## src/hdl/rcd_pkg.sv

```systemverilog
// Shared types and constants for the rotor cipher decrypt core.
package rcd_pkg;

  localparam int ALPHABET_SIZE = 26;
  localparam int LETTER_W = 5;
  localparam int CHAR_W = 8;

  localparam logic [CHAR_W-1:0] CHAR_A = 8'h41;
  localparam logic [CHAR_W-1:0] CHAR_Z = 8'h5A;
  localparam logic [LETTER_W-1:0] LAST_LETTER = 5'(ALPHABET_SIZE - 1);
  localparam logic [LETTER_W-1:0] ALPHA_N = 5'(ALPHABET_SIZE);

  typedef logic [LETTER_W-1:0] letter_t;

  typedef enum logic {
    MODE_LOAD    = 1'b0,
    MODE_DECRYPT = 1'b1
  } mode_t;

  typedef enum logic [1:0] {
    ROTOR_ONE   = 2'd0,
    ROTOR_TWO   = 2'd1,
    ROTOR_THREE = 2'd2,
    ROTOR_NONE  = 2'd3
  } rotor_sel_t;

  typedef struct packed {
    logic       en;
    rotor_sel_t sel;
    letter_t    pos;
    letter_t    letter;
  } rotor_wr_t;

endpackage

```

## src/hdl/rcd_rotor_tables.sv

```systemverilog
// Three inverse rotor tables and the chained lookup through rotors three, two, one.
module rcd_rotor_tables (
  input  logic              clk,
  input  rcd_pkg::rotor_wr_t wr,
  input  rcd_pkg::letter_t  letter_in,
  output rcd_pkg::letter_t  letter_out
);

  rcd_pkg::letter_t inv_one   [rcd_pkg::ALPHABET_SIZE];
  rcd_pkg::letter_t inv_two   [rcd_pkg::ALPHABET_SIZE];
  rcd_pkg::letter_t inv_three [rcd_pkg::ALPHABET_SIZE];

  logic             wr_ok;
  rcd_pkg::letter_t after_three;
  rcd_pkg::letter_t after_two;

  assign wr_ok = wr.en && (wr.pos < rcd_pkg::ALPHA_N) && (wr.letter < rcd_pkg::ALPHA_N);

  always_ff @(posedge clk) begin
    if (wr_ok) begin
      case (wr.sel)
        rcd_pkg::ROTOR_ONE:   inv_one[wr.letter]   <= wr.pos;
        rcd_pkg::ROTOR_TWO:   inv_two[wr.letter]   <= wr.pos;
        rcd_pkg::ROTOR_THREE: inv_three[wr.letter] <= wr.pos;
        default: ;
      endcase
    end
  end

  assign after_three = inv_three[letter_in];
  assign after_two   = inv_two[after_three];
  assign letter_out  = inv_one[after_two];

endmodule

```

## src/hdl/rcd_shift.sv

```systemverilog
// Mod-26 Caesar shift back by base shift plus character position.
module rcd_shift (
  input  rcd_pkg::letter_t letter_in,
  input  logic [4:0]       base_shift,
  input  rcd_pkg::letter_t here,
  output rcd_pkg::letter_t letter_out
);

  rcd_pkg::letter_t base_mod;
  logic [5:0]       shift_sum;
  rcd_pkg::letter_t shift;

  always_comb begin
    base_mod  = (base_shift >= rcd_pkg::ALPHA_N) ? base_shift - rcd_pkg::ALPHA_N : base_shift;
    shift_sum = {1'b0, base_mod} + {1'b0, here};
    shift     = (shift_sum >= {1'b0, rcd_pkg::ALPHA_N}) ?
                5'(shift_sum - {1'b0, rcd_pkg::ALPHA_N}) : shift_sum[4:0];
    if (letter_in >= shift) begin
      letter_out = letter_in - shift;
    end else begin
      letter_out = letter_in + rcd_pkg::ALPHA_N - shift;
    end
  end

endmodule

```

## src/hdl/rotor_cipher_decrypt_core.sv

```systemverilog
// Top level of the rotor cipher decrypt core: input stage, lookup, shift, result register.
//
//  channel | handshake             | payload
//  --------+-----------------------+------------------------------------------------
//  in      | in_valid / in_stall   | mode rotor_select rotor_position rotor_letter
//          |                       | char_in first_of_message
//  out     | out_valid / out_stall | char_out
//  cfg     | cfg_valid / cfg_ready | cfg_data (base_shift)
//
// One beat per cycle while in_stall is low; a decrypt beat goes through the input register, then the result register.
// Input register feeds three table lookups and a mod-26 subtract into the result register.
// Loads write the rotor tables when they leave the input register; they give no output.
// Sync reset clears valids, position and base shift; rotor tables are not cleared.
// in_stall rises only when a decrypt waits in the input register behind a stalled result.
module rotor_cipher_decrypt_core (
  input  logic       clk,
  input  logic       rst,
  input  logic       in_valid,
  output logic       in_stall,
  input  logic       mode,
  input  logic [1:0] rotor_select,
  input  logic [4:0] rotor_position,
  input  logic [4:0] rotor_letter,
  input  logic [7:0] char_in,
  input  logic       first_of_message,
  output logic       out_valid,
  input  logic       out_stall,
  output logic [7:0] char_out,
  input  logic       cfg_valid,
  output logic       cfg_ready,
  input  logic [4:0] cfg_data
);

  logic             s1_valid;
  rcd_pkg::mode_t   s1_mode;
  logic [1:0]       s1_sel;
  rcd_pkg::letter_t s1_pos;
  rcd_pkg::letter_t s1_letter;
  logic [7:0]       s1_char;
  logic             s1_first;

  logic [4:0]       base_shift;
  rcd_pkg::letter_t char_position;
  rcd_pkg::letter_t char_position_next;

  logic             s1_move;
  logic             s1_is_dec;
  logic             is_upper;
  rcd_pkg::letter_t here;
  rcd_pkg::letter_t rotor_in;
  rcd_pkg::letter_t rotor_out;
  rcd_pkg::letter_t plain;
  logic [7:0]       char_out_next;
  rcd_pkg::rotor_wr_t wr;

  assign cfg_ready = 1'b1;

  assign s1_is_dec = (s1_mode == rcd_pkg::MODE_DECRYPT);
  assign s1_move   = !s1_is_dec || !out_valid || !out_stall;
  assign in_stall  = s1_valid && !s1_move;

  always_ff @(posedge clk) begin
    if (rst) begin
      s1_valid <= 1'b0;
    end else if (!in_stall) begin
      s1_valid <= in_valid;
    end
  end

  always_ff @(posedge clk) begin
    if (!in_stall && in_valid) begin
      s1_mode   <= rcd_pkg::mode_t'(mode);
      s1_sel    <= rotor_select;
      s1_pos    <= rotor_position;
      s1_letter <= rotor_letter;
      s1_char   <= char_in;
      s1_first  <= first_of_message;
    end
  end

  always_ff @(posedge clk) begin
    if (rst) begin
      base_shift <= '0;
    end else if (cfg_valid && cfg_ready) begin
      base_shift <= cfg_data;
    end
  end

  always_comb begin
    wr.en     = s1_valid && !s1_is_dec;
    wr.sel    = rcd_pkg::rotor_sel_t'(s1_sel);
    wr.pos    = s1_pos;
    wr.letter = s1_letter;
  end

  assign is_upper = (s1_char >= rcd_pkg::CHAR_A) && (s1_char <= rcd_pkg::CHAR_Z);
  assign rotor_in = 5'(s1_char - rcd_pkg::CHAR_A);
  assign here     = s1_first ? '0 : char_position;

  rcd_rotor_tables u_tables (
    .clk        (clk),
    .wr         (wr),
    .letter_in  (rotor_in),
    .letter_out (rotor_out)
  );

  rcd_shift u_shift (
    .letter_in  (rotor_out),
    .base_shift (base_shift),
    .here       (here),
    .letter_out (plain)
  );

  assign char_out_next      = is_upper ? (rcd_pkg::CHAR_A + {3'b000, plain}) : s1_char;
  assign char_position_next = (here == rcd_pkg::LAST_LETTER) ? '0 : here + 5'd1;

  always_ff @(posedge clk) begin
    if (rst) begin
      char_position <= '0;
    end else if (s1_valid && s1_is_dec && s1_move) begin
      char_position <= char_position_next;
    end
  end

  always_ff @(posedge clk) begin
    if (rst) begin
      out_valid <= 1'b0;
    end else if (s1_valid && s1_is_dec && s1_move) begin
      out_valid <= 1'b1;
    end else if (!out_stall) begin
      out_valid <= 1'b0;
    end
  end

  always_ff @(posedge clk) begin
    if (s1_valid && s1_is_dec && s1_move) begin
      char_out <= char_out_next;
    end
  end

endmodule

```

## config.mk

```make
export PLATFORM = sky130hd
export DESIGN_NAME = rotor_cipher_decrypt_core
export DESIGN_NICKNAME = d
export VERILOG_FILES = /design/src/hdl/rcd_pkg.sv /design/src/hdl/rcd_rotor_tables.sv /design/src/hdl/rcd_shift.sv /design/src/hdl/rotor_cipher_decrypt_core.sv
export SDC_FILE = /design/constraint.sdc
export NUM_CORES = 1
export LEC_CHECK = 0
export ABC_AREA = 1
export BUFFER_PORTS_ARGS = -buffer_cell sky130_fd_sc_hd__buf_2
export CORE_MARGIN = 5
export CORE_UTILIZATION = 25
export DETAILED_ROUTE_END_ITERATION = 6
export GPL_TIMING_DRIVEN = 0
export SLEW_MARGIN = 10
export SYNTH_ARGS = -nofsm -noshare
export SYNTH_HDL_FRONTEND = slang
export SYNTH_SLANG_ARGS = --single-unit
export TNS_END_PERCENT = 10
```

## constraint.sdc

```tcl
create_clock -name clk -period 6.15 [get_ports clk]
set_input_delay 1.23 -clock clk [delete_from_list [all_inputs] [get_ports clk]]
set_output_delay 1.23 -clock clk [all_outputs]
set_load 0.02 [all_outputs]
```

==> metrics.txt, run 1 <==
Avg WL per Cell=17.7 um; Comb power frac=0.252; Yosys top cell area share=0.669; GPL Wtd Cong=0.888; root buffer cell=clkbuf_16; Sw Pwr=2.34 mW; Crit Path Category=reg -> reg; Commonest cells post-synth=edfxtp_1, nand2_1, nand3_1; Clk pwr share=0.328; top-count cell post-synth=edfxtp_1; full die area=81,000 sq um; Die Wd=285 um; Placed Area=20,600 sq um; DRC Markers=0; Critical Path End Type=register; multi-input logic area=5330 sq um; Max transition margin=0.188; clk slew on worst S/H paths=0.06 ns; Syn Nets=1,731; Sequential Power Share=0.420; cell leakage power=8.12 nW; Iter 0 DRT Violations=1,260; CTS tree=done; Ant. Diodes=0; VDD IR-drop max=0.000218 V; Final WS setup=0.345 ns; Final Cycle Share=0.944; synthesized flop and latch total=432; num rows=100; max frequency=172 MHz; Final HPWL DP=34,600 um; Max-Cap Viols=0; total track usage=0.118; total number of yosys warnings=0; Worst setup SP type=register; largest net degree at the start of global routing=31; non-filler cells, final=2,801; critical path arrival=6.14 ns; # port buffers=41; vias in the first global route=12.6k; Placed Instances=2,696; Worst Tran Pin Value=1.21 ns; initial antenna violation count=0; Synth area leaders=edfxtp_1, nand3_1, nand2_1, nor2_1, ha_1; NumNets Final=1,861; Async SR Flop Fraction=0; Layout fillers=7,523; Total Wirelength=49,700 um; Post-DRT Antenna Nets=0; most used cell, CP=nand3_1; delay of the slowest critical-path stage=0.41 ns; ratio of cells with drive above 1 in the final layout=0.151; count of final setup violators=0; total CTS buffers=45; htree depth=2; minimum clock period=5.81 ns; placeable core area=74,600 sq um; Sinks on Clock Net=432; Area Growth Syn to Fin=19.4%; sw frac=0.301; Syn Area/Cell=11.3 sq um; clock buffer depth=3; pre-CTS WS=-1.10 ns; via count=13.1k; internal power=5.43 mW; CP max-delay cell=edfxtp_1; hold crit path type=reg -> reg; hold_buf cts=0; cell taking the most area after synthesis=edfxtp_1; Ports=43; Starting Density=0.253; Final Max Tran Viols=0; Critical Path RT=6.48 ns; final hold vios=0; Post-synth EDFFs=420; Most used DFF post-synth=edfxtp_1; global-route wire length before repair=75,500 um; sequential cell area=12,900 sq um; skew final=0.0212 ns; Seq/Total Area, Yosys=0.682; worst skew pair latency=0.58 ns; Post-Syn Area=18,800 sq um; Synth cell types=47; PwrDens=346 nW/um^2; routed vias/inst=4.67; design area=22,500 sq um; largest fanout on the critical path=11; Cells after Synth=1,671; grt ovf=0; status=completed; Die Height=285 um; drt pass-1 iters=5
-- final timing paths --
path / start / end / slack [ns] / depth (start not counted)
max: s1_char[0] / char_out[4] / 0.34 / 38
min: char_position[4] / char_position[4] / 0.47 / 2
max reg2reg: s1_char[0] / char_out[4] / 0.34 / 38
min reg2reg: char_position[4] / char_position[4] / 0.47 / 2
-- power groups by stage --
stage / clock network, mW / registers, mW / logic (mW)
after floorplan: 0 / 3.34 / 1.18
after global placement: 0 / 3.37 / 1.62
after detailed placement: 0 / 3.33 / 1.69
after CTS: 2.59 / 3.27 / 1.82
after global routing: 2.71 / 3.27 / 2.16
final: 2.55 / 3.27 / 1.96
-- cell families after synthesis --
logic type	synth area share
AOI/OAI and AO/OA	0.0359
DFF	0.682
other	0.000199
xor gates and xnor gates	0.00797
adders and majority gates	0.0202
muxes	0.00113
buffers and inverters	0.0455
and+or+nand+nor	0.207
-- area by class of cell --
type                       count  area share
sequential                   432       0.571
multi-input combinational   1061       0.237
tap                          969      0.0539
clock buffer                  55      0.0517
timing repair buffer          85      0.0323
buffer                        81      0.0293
inverter                      95      0.0167
clock inverter                23     0.00823
-- worst max-delay path: cells and delay by family (launching register included) --
| family | cells | cell delay, ns |
|---|---|---|
| compound gates | 7 | 1.03 |
| xor+xnor | 2 | 0.38 |
| fa+ha+maj | 2 | 0.35 |
| buf+inv | 12 | 1.69 |
| flops | 1 | 0.41 |
| simple gates | 15 | 1.66 |
-- registers in the layout, summed over array words and instances (netlist names) --
signal and cells:
s1_letter 5, base_shift 5, u_tables.inv_two 130, s1_first 1, u_tables.inv_three 130, s1_valid 1, u_tables.inv_one 130, char_position 5
char_out 8, out_valid 1, s1_pos 5, s1_sel 2, s1_char 8, s1_is_dec 1
-- per-layer routing --
| layer | part of all wire | wire [um] | global-route usage |
|---|---|---|---|
| met5 | 0 | 0 | 0 |
| met3 | 0.067 | 3310 | 0.0154 |
| met1 | 0.42 | 21100 | 0.158 |
| met2 | 0.48 | 23800 | 0.198 |
| met4 | 0.029 | 1460 | 0.0428 |
-- what timing repair did --
action,CTS,global route
resized for setup,58,57
setup endpoints to repair,5,5
buffers inserted,18,11
pin swaps,11,9
-- per-stage QoR --
step           TNS [ns]   util  hold slack [ns]  total power, mW
6_report              0  0.302            0.470             7.78
3_3_place_gp      -4.53  0.272            0.457             4.98
2_1_floorplan         0      -            0.445             4.52
4_1_cts               0  0.298            0.468             7.68
3_5_place_dp      -4.99  0.276            0.459             5.02
5_1_grt         -0.0505  0.302            0.500             8.14
-- layout by cell type (no fill, tap or decap), drive strengths merged, types with 2 or more instances in the layout --
cell / Yosys / layout
a211oi: 6 / 6
a21oi: 47 / 47
a22oi: 6 / 6
a31oi: 2 / 2
buf: 61 / 142
bufinv: 0 / 2
clkbuf: 22 / 79
clkinv: 1 / 16
clkinvlp: 0 / 4
dfxtp: 12 / 12
edfxtp: 420 / 420
fa: 4 / 4
ha: 24 / 24
inv: 94 / 96
nand2: 403 / 403
nand3: 344 / 344
nand3b: 11 / 11
nor2: 131 / 131
nor3: 6 / 6
o21a: 2 / 2
o21ai: 38 / 38
o21bai: 2 / 2
o22ai: 5 / 5
o311ai: 2 / 2
xnor2: 6 / 6
xor2: 9 / 9
Power figures use the tool's default switching activity.
==> run 2: changes to the inputs <==
- BUFFER_PORTS_ARGS: -buffer_cell sky130_fd_sc_hd__buf_2 -> -buffer_cell sky130_fd_sc_hd__buf_4
==> run 2 against run 1 <==
Effect of this change: die area unchanged; clock power increased by 16%; largest power group unchanged; power increased by 5.0%; worst setup slack lost 0.041 ns; count of clock-buffer cells in the layout grew 1; non-clock buffer count fell by 12; critical endpoint unchanged; via count is essentially flat; global-route usage up 0.13 points; routed wire length increased by 0.59%; combinational power hardly changed.
==> metrics.txt, run 2 (synthesis gave the netlist of run 1 again) <==
Final Cycle Share=0.951; Critical Path End Type=register; Worst Path Buf+Inv=10; most used cell, CP=nand3_1; worst skew pair latency=0.59 ns; VDD IR-drop max=0.000256 V; largest net degree at the start of global routing=31; initial antenna violation count=0; Die Wd=285 um; critical path arrival=6.17 ns; NumNets Final=1,851; Placed Area=20,700 sq um; Max transition margin=0.274; delay of the slowest critical-path stage=0.38 ns; Critical Path RT=6.48 ns; Comb power frac=0.237; CP top delay family=simple AND/OR/NAND/NOR gates; routed vias/inst=4.67; Ant. Diodes=0; biggest registers after layout=u_tables.inv_one: 130 flops, u_tables.inv_three: 130 flops, u_tables.inv_two: 130 flops; global-route wire length before repair=76,500 um; max frequency=171 MHz; Iter 0 DRT Violations=1,352; Sinks on Clock Net=432; total track usage=0.120; via count=13.1k; status=completed; routed wl met3=3360 um; Clk pwr share=0.363; htree depth=2; Layout fillers=7,454; Ports=43; PwrDens=359 nW/um^2; minimum clock period=5.85 ns; most frequent cells in the layout=edfxtp_1, nand2_1, nand3_1; num rows=100; Final Max Tran Viols=0; ratio of cells with drive above 1 in the final layout=0.147; Worst setup SP type=register; drt pass-1 iters=5; vias in the first global route=12.7k; Starting Density=0.253; DRC Markers=0; GPL Wtd Cong=0.876; placeable core area=74,600 sq um; Sequential Power Share=0.400; Area Growth Syn to Fin=20.8%; hold crit path type=reg -> reg; Avg WL per Cell=17.9 um; Final HPWL DP=34,800 um; met2 wire length=24,000 um; Die Height=285 um; top sig layer=met4; Total Wirelength=50,000 um; grt ovf=0; total CTS buffers=47; Post-DRT Antenna Nets=0; full die area=81,000 sq um; # port buffers=41; root buffer cell=clkbuf_16; sw frac=0.296; largest fanout on the critical path=11; setup tns final=0 ns; commonest non-fill, non-tap cell in the layout=edfxtp_1; count of final setup violators=0; Max-Cap Viols=0; clk slew on worst S/H paths=0.07 ns; Sw Pwr=2.41 mW; Crit Path Category=reg -> reg; internal power=5.75 mW; cell leakage power=8.23 nW; CTS tree=done; final hold vios=0; Worst Tran Pin Value=1.08 ns; clock buffer depth=3; WHS=0.469 ns; design area=22,800 sq um; skew final=0.0334 ns; wl on met1=21,400 um; CP max-delay cell=edfxtp_1; final core occ=0.305
[run 2: changes by cell type in the layout (fill, tap and decap cells not counted), moves of 7 or more]
cell,before,now
buf_2,58,17
buf_4,40,70
buf_8,20,13
clkinv_1,12,5
[run 2: final timing paths]
path,cells past startpoint,startpoint,slack [ns],endpoint
setup / recovery,36,s1_char[0],0.30,char_out[4]
hold / removal,2,char_position[4],0.47,char_position[4]
setup reg to reg,36,s1_char[0],0.30,char_out[4]
hold reg to reg,2,char_position[4],0.47,char_position[4]
[run 2: final cells by class]
class / count / area, sq um / share of cell area
Buffer: 81 / 654 / 0.0287
Clock buffer: 56 / 1250 / 0.0550
Clock inverter: 32 / 388 / 0.0170
Inverter: 95 / 372 / 0.0163
Multi-Input combinational cell: 1061 / 5270 / 0.231
Sequential cell: 432 / 12900 / 0.564
Tap cell: 969 / 1210 / 0.0532
Timing Repair Buffer: 73 / 773 / 0.0340
[run 2: stage by stage]
stage	worst slack, ns	std cells	power [mW]
2_1_floorplan	0.833	1671	4.52
3_3_place_gp	-1.01	2681	4.99
3_5_place_dp	-1.17	2696	5.05
4_1_cts	0.00260	2793	8.13
5_1_grt	-0.0455	2799	8.53
6_report	0.304	2799	8.17
[run 2: timing repair]
item	in CTS	in global routing
cloned	0	0
setup buffers	10	7
gates resized for setup	59	35
hold buffers	0	0
endpoints found under the setup margin	5	5
pin swaps	7	6
[run 2: layer usage]
layer | up-vias | global-route usage
met1 | 6365 | 0.162
li1 | 6108 | -
met5 | - | 0
met3 | 72 | 0.0175
met4 | 0 | 0.0378
met2 | 522 | 0.199
[run 2: power by group through the flow]
stage,registers (mW),logic [mW],clock network [mW]
floorplan,3.34,1.18,0
global route,3.27,2.14,3.13
CTS,3.27,1.85,3.01
global placement,3.37,1.62,0
detailed placement,3.33,1.72,0
finish,3.27,1.93,2.97
[run 2: worst min-delay path: cells and delay by family (launching register included)]
kind	cells	cell delay, ns
and+or+nand+nor	1	0.06
DFF	1	0.31
AOI/OAI and AO/OA	1	0.05
==> run 3: changes to the inputs <==
- CTS_BUF_LIST: not set -> sky130_fd_sc_hd__clkbuf_8
- GPL_ROUTABILITY_DRIVEN: not set -> 0
- SLEW_MARGIN: 10 -> 20
==> run 3 against run 2 <==
Effect of this change: count of clock-buffer cells in the layout up 19; worst setup slack worse by 0.058 ns; die area unchanged; cell count grew 1.6%; register-to-register slack got worse by 0.06 ns; largest cell class unchanged; highest routed layer unchanged.
==> metrics.txt, run 3 (synthesis gave the netlist of run 1 again) <==
sw frac=0.313; Layout fillers=7,553; most used cell, CP=nand3_1; hold_buf cts=0; Placed Area=20,700 sq um; clk slew on worst S/H paths=0.06 ns; most frequent cells in the layout=edfxtp_1, nand2_1, nand3_1; Max transition margin=0.436; PwrDens=340 nW/um^2; final hold vios=0; root buffer cell=clkbuf_8; worst skew pair latency=0.65 ns; Worst setup SP type=register; # port buffers=41; Final WS setup=0.246 ns; status=completed; Area Growth Syn to Fin=19.3%; sequential cell area=12,900 sq um; Ports=43; delay of the slowest critical-path stage=0.37 ns; pre-CTS WS=-1.16 ns; final core occ=0.302; WHS=0.469 ns; max frequency=169 MHz; ratio of cells with drive above 1 in the final layout=0.153; largest net degree at the start of global routing=28; routed wl met3=3450 um; Max-Cap Viols=0; Iter 0 DRT Violations=1,322; top sig layer=met4; Die Height=285 um; Final HPWL DP=34,700 um; DRC Markers=0; Starting Density=0.253; Avg WL per Cell=17.7 um; Sequential Power Share=0.427; Crit Path Category=reg -> reg; grt ovf=0; Critical Path RT=6.53 ns; wl on met1=21,500 um; hold crit path type=reg -> reg; met2 wire length=23,900 um; vias in the first global route=13.0k; NumNets Final=1,877; critical path arrival=6.28 ns; global-route wire length before repair=77,200 um; placeable core area=74,600 sq um; R2R setup slack=0.25 ns; largest fanout on the critical path=11; initial antenna violation count=1; multi-input logic area=5300 sq um; VDD IR-drop max=0.000199 V; clock buffer depth=3; Placed Instances=2,697; total CTS buffers=72; Die Wd=285 um; non-filler cells, final=2,843; num rows=100; Sw Pwr=2.39 mW; design area=22,500 sq um; CTS tree=done; drt pass-1 iters=5; Final Cycle Share=0.960; CP max-delay cell=edfxtp_1; internal power=5.25 mW; Critical Path End Type=register; Sinks on Clock Net=432; htree depth=3; Clk pwr share=0.317; Comb power frac=0.255; cell leakage power=8.21 nW; Final Max Tran Viols=0; Post-DRT Antenna Nets=0; commonest non-fill, non-tap cell in the layout=edfxtp_1; via count=13.1k; full die area=81,000 sq um; skew final=0.0294 ns; Total Wirelength=50,200 um; Worst Tran Pin Value=0.846 ns; routed vias/inst=4.61; minimum clock period=5.90 ns; biggest registers after layout=u_tables.inv_one: 130 flops, u_tables.inv_three: 130 flops, u_tables.inv_two: 130 flops; total track usage=0.121; count of final setup violators=0
## run 3: cell types whose count changed in the layout (fill, tap and decap cells not counted), moves of 4 or more
cell | previous run | this run
buf_16 | 8 | 4
buf_8 | 13 | 17
bufinv_16 | 7 | 3
clkbuf_1 | 18 | 10
clkbuf_16 | 49 | 0
clkbuf_8 | 0 | 75
clkinv_1 | 5 | 19
clkinvlp_4 | 6 | 2
inv_1 | 77 | 101
## run 3: worst paths after layout
path / from / endpoint / depth (start not counted)
worst min-delay path: char_position[4] / char_position[4] / 2
worst max-delay path: s1_char[0] / char_out[4] / 37
worst max register to register: s1_char[0] / char_out[4] / 37
worst min register to register: char_position[4] / char_position[4] / 2
## run 3: power groups by stage
stage / clock network (mW) / logic [mW] / registers (mW)
2_1_floorplan: 0 / 1.18 / 3.34
3_5_place_dp: 0 / 1.72 / 3.33
4_1_cts: 2.48 / 1.89 / 3.27
6_report: 2.43 / 1.95 / 3.27
5_1_grt: 2.62 / 2.15 / 3.27
3_3_place_gp: 0 / 1.62 / 3.37
## run 3: worst max-delay path: cells and delay by family, from the launching register on
family,cells,cell delay [ns]
fa+ha+maj,3,0.79
xor+xnor,2,0.36
flops,1,0.37
buf+inv,10,1.33
compound gates,9,1.19
simple gates,13,1.56
## run 3: timing repair
action | CTS | global route
pin swaps | 5 | 4
endpoints found under the setup margin | 5 | 5
gates resized for setup | 60 | 36
buffers inserted | 11 | 6
## run 3: layout make-up
type,count,share of cell area
flip-flops and latches,432,0.571
multi-input cells,1061,0.236
well taps,969,0.0539
clock buffers,75,0.0459
repair buffers,74,0.0339
plain buffers,81,0.0284
inverters,95,0.0165
clock inverters,55,0.0142
diodes,1,0.000111
## run 3: per-layer routing
layer / global-route usage / up-vias
li1: - / 6170
met1: 0.160 / 6340
met2: 0.200 / 505
met3: 0.0228 / 83
met4: 0.0449 / 0
met5: 0 / -
## run 3: through the flow
step | power (mW) | setup TNS, ns
2_1_floorplan | 4.52 | 0
3_3_place_gp | 4.99 | -4.58
3_5_place_dp | 5.04 | -5.24
4_1_cts | 7.63 | 0
5_1_grt | 8.04 | -0.00276
6_report | 7.64 | 0
